## config.mk

```make
export PLATFORM = sky130hd
export DESIGN_NAME = ndrf_cell
export DESIGN_NICKNAME = d
export VERILOG_FILES = /design/src/hdl/assert_macros.svh /design/src/hdl/ndrf_pkg.sv /design/src/hdl/ndrf_cell.sv
export SDC_FILE = /design/constraint.sdc
export NUM_CORES = 1
export LEC_CHECK = 0
export BUFFER_PORTS_ARGS = -buffer_cell sky130_fd_sc_hd__buf_2
export CELL_PAD_IN_SITES_DETAIL_PLACEMENT = 1
export CELL_PAD_IN_SITES_GLOBAL_PLACEMENT = 1
export CORE_MARGIN = 1
export CORE_UTILIZATION = 32
export CTS_CLUSTER_DIAMETER = 50
export CTS_CLUSTER_SIZE = 10
export DETAILED_ROUTE_END_ITERATION = 6
export PLACE_DENSITY_LB_ADDON = 0.1
export RECOVER_POWER = 25
export SLEW_MARGIN = 20
export SYNTH_ARGS = -nofsm -noshare
export SYNTH_HDL_FRONTEND = slang
export SYNTH_SLANG_ARGS = --single-unit
```

## constraint.sdc

```tcl
create_clock -name clk_i -period 3.85 [get_ports clk_i]
set_input_delay 0.385 -clock clk_i [delete_from_list [all_inputs] [get_ports clk_i]]
set_output_delay 0.385 -clock clk_i [all_outputs]
set_load 0.02 [all_outputs]
```

## src/hdl/assert_macros.svh

```systemverilog
// Assertion macros for the near-duplicate row filter.
// Each macro clocks on clk_i and is disabled while rst_ni is low.
`ifndef ASSERT_MACROS_SVH
`define ASSERT_MACROS_SVH

// The property must hold at every clock edge outside reset.
`define NDRF_ASSERT(lbl, prop, msg) \
  lbl: assert property (@(posedge clk_i) disable iff (!rst_ni) (prop)) else $error(msg);

// The condition must never be true outside reset.
`define NDRF_ASSERT_NEVER(lbl, cond, msg) \
  lbl: assert property (@(posedge clk_i) disable iff (!rst_ni) !(cond)) else $error(msg);

`endif

```

## src/hdl/ndrf_pkg.sv

```systemverilog
// Shared types and constants for the near-duplicate row filter.
// No dependencies; used by every module of the block.
package ndrf_pkg;

  localparam int unsigned MAX_UNIQUE_DEF = 64;
  localparam int unsigned DIMS_DEF       = 3;

  localparam int unsigned COORD_W = 32;
  localparam int unsigned NUM_COORD = 3;
  localparam int unsigned TOTAL_W = 7;
  localparam int unsigned DIST_W = 2 * COORD_W;

  localparam logic [COORD_W-1:0] TOL_RESET = 32'd66;
  localparam logic [DIST_W-1:0]  TOL_SQ_RESET = 64'd4356;

  // Configuration register indexes.
  localparam logic REG_TOLERANCE = 1'b0;

  typedef logic [NUM_COORD-1:0][COORD_W-1:0] row_t;

  typedef struct packed {
    logic shift;
    logic load;
  } cell_ctrl_t;

  typedef struct packed {
    logic valid;
    logic hit;
  } dist_res_t;

  typedef enum logic [1:0] {
    ST_IDLE,
    ST_SCAN,
    ST_DRAIN,
    ST_FINISH
  } state_e;

endpackage

```

## src/hdl/ndrf_cell.sv

```systemverilog
// One storage cell of the row ring: holds one stored row.
// Depends on ndrf_pkg for the row and control types.
module ndrf_cell (
  input  logic                clk_i,
  input  ndrf_pkg::cell_ctrl_t ctrl_i,
  input  ndrf_pkg::row_t      nbr_row_i,
  input  ndrf_pkg::row_t      load_row_i,
  output ndrf_pkg::row_t      row_o
);

  ndrf_pkg::row_t row_q, row_d;

  always_comb begin
    row_d = row_q;
    if (ctrl_i.load) begin
      row_d = load_row_i;
    end else if (ctrl_i.shift) begin
      row_d = nbr_row_i;
    end
  end

  always_ff @(posedge clk_i) begin
    row_q <= row_d;
  end

  assign row_o = row_q;

endmodule

```

=== After elaboration in Yosys (flattened, before gate mapping) ===
Cells that the tools add are included.
W data, S select, Z words.

* Mux-type cells: 2
* Reduce and logical (&&, ||, !) cells: 1

{| class="wikitable"
|+ Operators with widths
! cell !! number
|-
| $mux W96 || 2
|-
| $reduce_bool A2 Y1 || 1
|}

* Register bits after elaboration: 96

=== Longest topological paths before layout ===
Gate-level depths: netlist (run 1).

* Depth in word-level cells: 2
* Mapped depth: 4
* Gate-level depth less buffers: 1

=== Least setup slack after synthesis (run 1) ===
Ideal clock, no wire load.

* Path type: input -> register
* From: in ctrl_i[0] in the netlist's numbering
* To: reg row_q, in the netlist row_o[0] (enable)
* Setup time: 0.461 ns
* Arrival time: 2.913 ns
* Slack: 0.477 ns
* Cell stages on the path: 4
* Cell sequence: buf_6 > buf_6 > buf_6 > or2_1

* Longest elaborated chain between the ends: 1

{| class="wikitable"
|+ RTL lines
! item !! line !! RTL
|-
| from (decl) || ndrf_cell.sv:5 || <nowiki>input ndrf_pkg::cell_ctrl_t ctrl_i,</nowiki>
|-
| $reduce_bool A2 Y1 (no line) || -- ||
|-
| to (signal assigned) || ndrf_cell.sv:23 || <nowiki>row_q <= row_d;</nowiki>
|-
| to (decl) || ndrf_cell.sv:11 || <nowiki>ndrf_pkg::row_t row_q, row_d;</nowiki>
|}

Every way passes these cells.
A chain may end at the register's enable or synchronous reset.

=== Worst setup path after layout (run 1) ===
* From: in ctrl_i[0] in the netlist's numbering
* To: reg row_q, in the netlist row_o[19] (enable)

Same word-level chain as after synthesis.

==> results.toml, run 1 <==
[setup_path]
critical_path_class = "in2reg"
end_kind = "register"
crit_path_max_incr_delay_ns = 0.74
worstPathRequired_ns = 3.88
cp_top_family = "simple AND/OR/NAND/NOR gates"
worst_path_max_delay_cell = "or2_4"
cp_num_buf_inv = 2
path_cells = "buf_4 > or2_4 > buf_12"
path_max_fanout = 58
cp-start-kind = "primary input"
worstSetupStartpoint = "ctrl_i[0]"
cp.arrival_ns = 1.96

[logic_synthesis]
ys_ff_latch = 96
synth_area_sq_mm = 0.004165
syn-mean-instance-area_sq_um = 20.42
yosysSeqAreaShare = 0.6921
yosys_warnings = 0
synth_nets = 399
ys_top_cells_by_area = "edfxtp_1 69%, mux2_2 18%, mux2_4 10%, buf_6 1.4%, buf_2 0.72%"
synth_top_cell_area_share = 0.6921
synth_top_area_cell = "edfxtp_1"
syn_inst = 204
yosysUniqueCellTypes = 6

[timing]
setup_viol = 0
max_slew_margin = 0.4474
fmax_mhz = 518.6
finalCritPeriodShare = 0.5009
finalCriticalPeriod_ns = 1.928
drv_slew = 0
hold_violations = 0
tns_ns = 0
worstMarginPinSlew_ns = 0.8289
rsz0062_at_grt = "false"
setup_ws_ns = 1.922

[final_layout]
final_area_sq_mm = 0.005982
area_growth_pct = 43.62
largest_register_ff_count = 96
drive_gt1_frac = 0.7151
nets = 692

[route]
drc = 0
wl_um = 11990
ant_nets = 0
firstDrtPassIters = 4
viasPerCell = 4.427
drt_iter0_drc = 109
wire_per_inst_um = 17.77
num_vias = 2988

[floorplan]
die-area_sq_mm = 0.01348
core_sq_mm = 0.01267
pin_count = 291
die_h_um = 116.1
start_util = 0.3287
die_width_um = 116.1
rows = 41

[cts]
htreeDepth = 3
clkTransAtPathRegs_ns = 0.06
cts_tree = "yes"
post_cts_resized = 0
clk_path_buf_depth = 2
post_cts_buffers = 0
cts_root_buffer = "clkbuf_16"
cts_made_buffers = 9
cts_hold_buf = 0
cts.sinks = 96

[grt]
overflow = 0
grt_pass1_wl_um = 16790
first_global_vias = 3100
grt_max_degree = 59
grt_usage = 0.1749
antenna_found_initial = 1

[placed_design]
place.gp.congestion = 0.7214
pre_cts_ws_ns = 1.514
io_buffer_count = 290
dp_hpwl_um = 9539
dpl_cell_area_sq_mm = 0.005786

[run_status]
status = "finished clean"

[power_and_ir_drop]
p_leak_uw = 0.002654
power.density_mw_per_mm2 = 436.3
peakVddDrop_mv = 0.1868

[run]
max_cap_violations = 0

[hold_path]
hold_class = "in2reg"
hp-start = "nbr_row_i[69]"
report_power, final:
part	total [uW]	internal [uW]	switching [uW]
registers	1310	1280	30.2
logic	504	216	288
clock network	792	428	364
path summary, 6_finish.rpt:
check	slack [ns]	endpoint	cells past startpoint
hold / removal	0.33	row_o[69]$_DFFE_PP_	2
setup / recovery	1.92	row_o[19]$_DFFE_PP_	3
synthesized netlist by cell type:
cell      instances
buf_2             6
buf_6             5
edfxtp_1         96
mux2_2           67
mux2_4           29
or2_1             1
final cells by class:
| cell class | count | area, sq um |
|---|---|---|
| clock inverter | 6 | 26.28 |
| fill | 1401 | 6689 |
| antenna | 1 | 2.502 |
| timing repair buffer | 293 | 1443 |
| clock buffer | 10 | 229.0 |
| tap | 172 | 215.2 |
| sequential | 96 | 2883 |
| multi-input combinational | 97 | 1184 |
cell families (layout without fill, tap and decap cells):
logic type	after synthesis	in the layout	share of synthesized area
buffers and inverters	11	309	0.02073
flip-flops	96	96	0.6921
multiplexers	96	96	0.2857
other	0	1	0
AND/OR/NAND/NOR	1	1	0.001503
stage by stage:
step,hold WS (ns),instances,total power (uW),utilization
finish,0.3347,675,2610,0.4721
global route,0.3301,675,2727,0.4721
CTS,0.3253,674,2668,0.4767
detailed placement,0.6889,658,1865,0.4566
global placement,0.6861,658,1853,0.4566
floorplan,0.6025,204,1628,-
placed cells by master (no fill, tap or decap), drive strengths merged:
master | netlist | final
clkbuf | 0 | 47
edfxtp | 96 | 96
buf | 11 | 256
or2 | 1 | 1
mux2 | 96 | 96
diode | 0 | 1
clkinv | 0 | 6
per-layer routing:
layer / global-route usage / vias to the layer above / wire, um
met5: 0 / - / 0
met4: 0.08120 / 0 / 218
met3: 0.07317 / 15 / 1386
met2: 0.3167 / 177 / 6342
met1: 0.1733 / 1404 / 4046
li1: - / 1392 / -
Power figures use the tool's default switching activity.
==> run 2: changes to the inputs <==
--- a/config.mk
+++ b/config.mk
@@ -9,7 +9,7 @@
 export CELL_PAD_IN_SITES_DETAIL_PLACEMENT = 1
 export CELL_PAD_IN_SITES_GLOBAL_PLACEMENT = 1
 export CORE_MARGIN = 1
-export CORE_UTILIZATION = 32
+export CORE_UTILIZATION = 29
 export CTS_CLUSTER_DIAMETER = 50
 export CTS_CLUSTER_SIZE = 10
 export DETAILED_ROUTE_END_ITERATION = 6
==> constraint.sdc (replaced) <==
create_clock -name clk_i -period 1.7 [get_ports clk_i]
set_input_delay 0.17 -clock clk_i [delete_from_list [all_inputs] [get_ports clk_i]]
set_output_delay 0.17 -clock clk_i [all_outputs]
set_load 0.02 [all_outputs]
==> results.toml, run 2 (synthesis results as in run 1) <==
[run_status]
status = "finished clean"

[power_and_ir_drop]
power.density_mw_per_mm2 = 970.1
p_leak_uw = 0.002746
peakVddDrop_mv = 0.3909
p_total_uw = 5908

[hold_path]
hold_class = "in2reg"

[placed_design]
dp_hpwl_um = 9478
place.gp.congestion = 0.7274
io_buffer_count = 290

[final_layout]
final_cell_mix = "289 x buf_2, 96 x edfxtp_1, 66 x mux2_2, 18 x mux2_1, 12 x mux2_4"
final.fill_count = 1521
nets = 701
area_growth_pct = 46.20
drive_gt1_frac = 0.7603
largest_register_ff_count = 96
n_antenna_cell = 0
layout_commonest_cell = "buf_2"

[setup_path]
path_cells = "clkbuf_2 > clkbuf_1 > mux2_2"
cp-start-kind = "primary input"
worstPathRequired_ns = 1.79
critical_path_class = "in2reg"
end_kind = "register"
crit_path_max_incr_delay_ns = 0.43
worst_path_max_delay_cell = "clkbuf_2"
path_max_fanout = 17
cp.arrival_ns = 1.42

[cts]
cts.sinks = 96
clkTransAtPathRegs_ns = 0.07
cts_tree = "yes"
htreeDepth = 3
post_cts_resized = 0
cts_hold_buf = 0
clk_path_buf_depth = 2
post_cts_buffers = 0
cts_made_buffers = 9
cts_root_buffer = "clkbuf_16"

[grt]
grt_pass1_wl_um = 16790
first_global_vias = 3145
overflow = 0
antenna_found_initial = 0
grt_max_degree = 28
grt_usage = 0.1545

[floorplan]
core_sq_mm = 0.01393
die-area_sq_mm = 0.01485
die_h_um = 121.8
die_width_um = 121.8
rows = 43
pin_count = 291
start_util = 0.2989

[route]
num_vias = 2970
drt_iter0_drc = 101
drc = 0
firstDrtPassIters = 4
ant_nets = 0
viasPerCell = 4.311
wire_per_inst_um = 17.03
wl_um = 11730

[run]
max_cap_violations = 0

[timing]
setup_viol = 0
holdWs_ns = 0.1152
worstMarginPinSlew_ns = 0.5472
hold_violations = 0
finalCriticalPeriod_ns = 1.332
fmax_mhz = 751.0
rsz0062_at_grt = "false"
tns_ns = 0
max_slew_margin = 0.6352
finalCritPeriodShare = 0.7833
drv_slew = 0
-- run 2: critical path: cells and delay by family --
family                 cells  cell delay (ns)
multiplexers               1             0.39
buffers and inverters      2             0.84
-- run 2: final timing paths --
path	startpoint	end	cells past startpoint
max	ctrl_i[0]	row_o[27]$_DFFE_PP_	3
min	nbr_row_i[80]	row_o[80]$_DFFE_PP_	2
-- run 2: where the power goes --
| part | switching, uW | internal (uW) |
|---|---|---|
| registers | 62.9 | 2910 |
| clock network | 808 | 962 |
| logic | 649 | 519 |
-- run 2: layout make-up --
type / instances / area [sq um] / share of cell area
tap: 180 / 225.2 / 0.03698
clock inverter: 3 / 11.26 / 0.001849
multi-input combinational: 97 / 1135 / 0.1864
sequential: 96 / 2883 / 0.4734
clock buffer: 11 / 232.7 / 0.03822
timing repair buffer: 302 / 1603 / 0.2632
-- run 2: per-stage QoR --
step / instance area, sq um / worst slack [ns] / util / instances
floorplan: 4179 / 0.007516 / - / 204
global placement: 5926 / 0.3580 / 0.4252 / 675
global route: 6090 / 0.3055 / 0.4370 / 689
detailed placement: 5926 / 0.3230 / 0.4252 / 675
CTS: 6170 / 0.6063 / 0.4428 / 689
finish: 6090 / 0.3684 / 0.4370 / 689
-- run 2: metal layers --
| layer | wire length (um) | global-route usage | part of all wire | vias up |
|---|---|---|---|---|
| li1 | - | - | - | 1404 |
| met1 | 4116 | 0.1574 | 0.35 | 1405 |
| met2 | 6423 | 0.2924 | 0.55 | 146 |
| met3 | 982 | 0.04354 | 0.084 | 15 |
| met4 | 210 | 0.06327 | 0.018 | 0 |
| met5 | 0 | 0 | 0 | - |
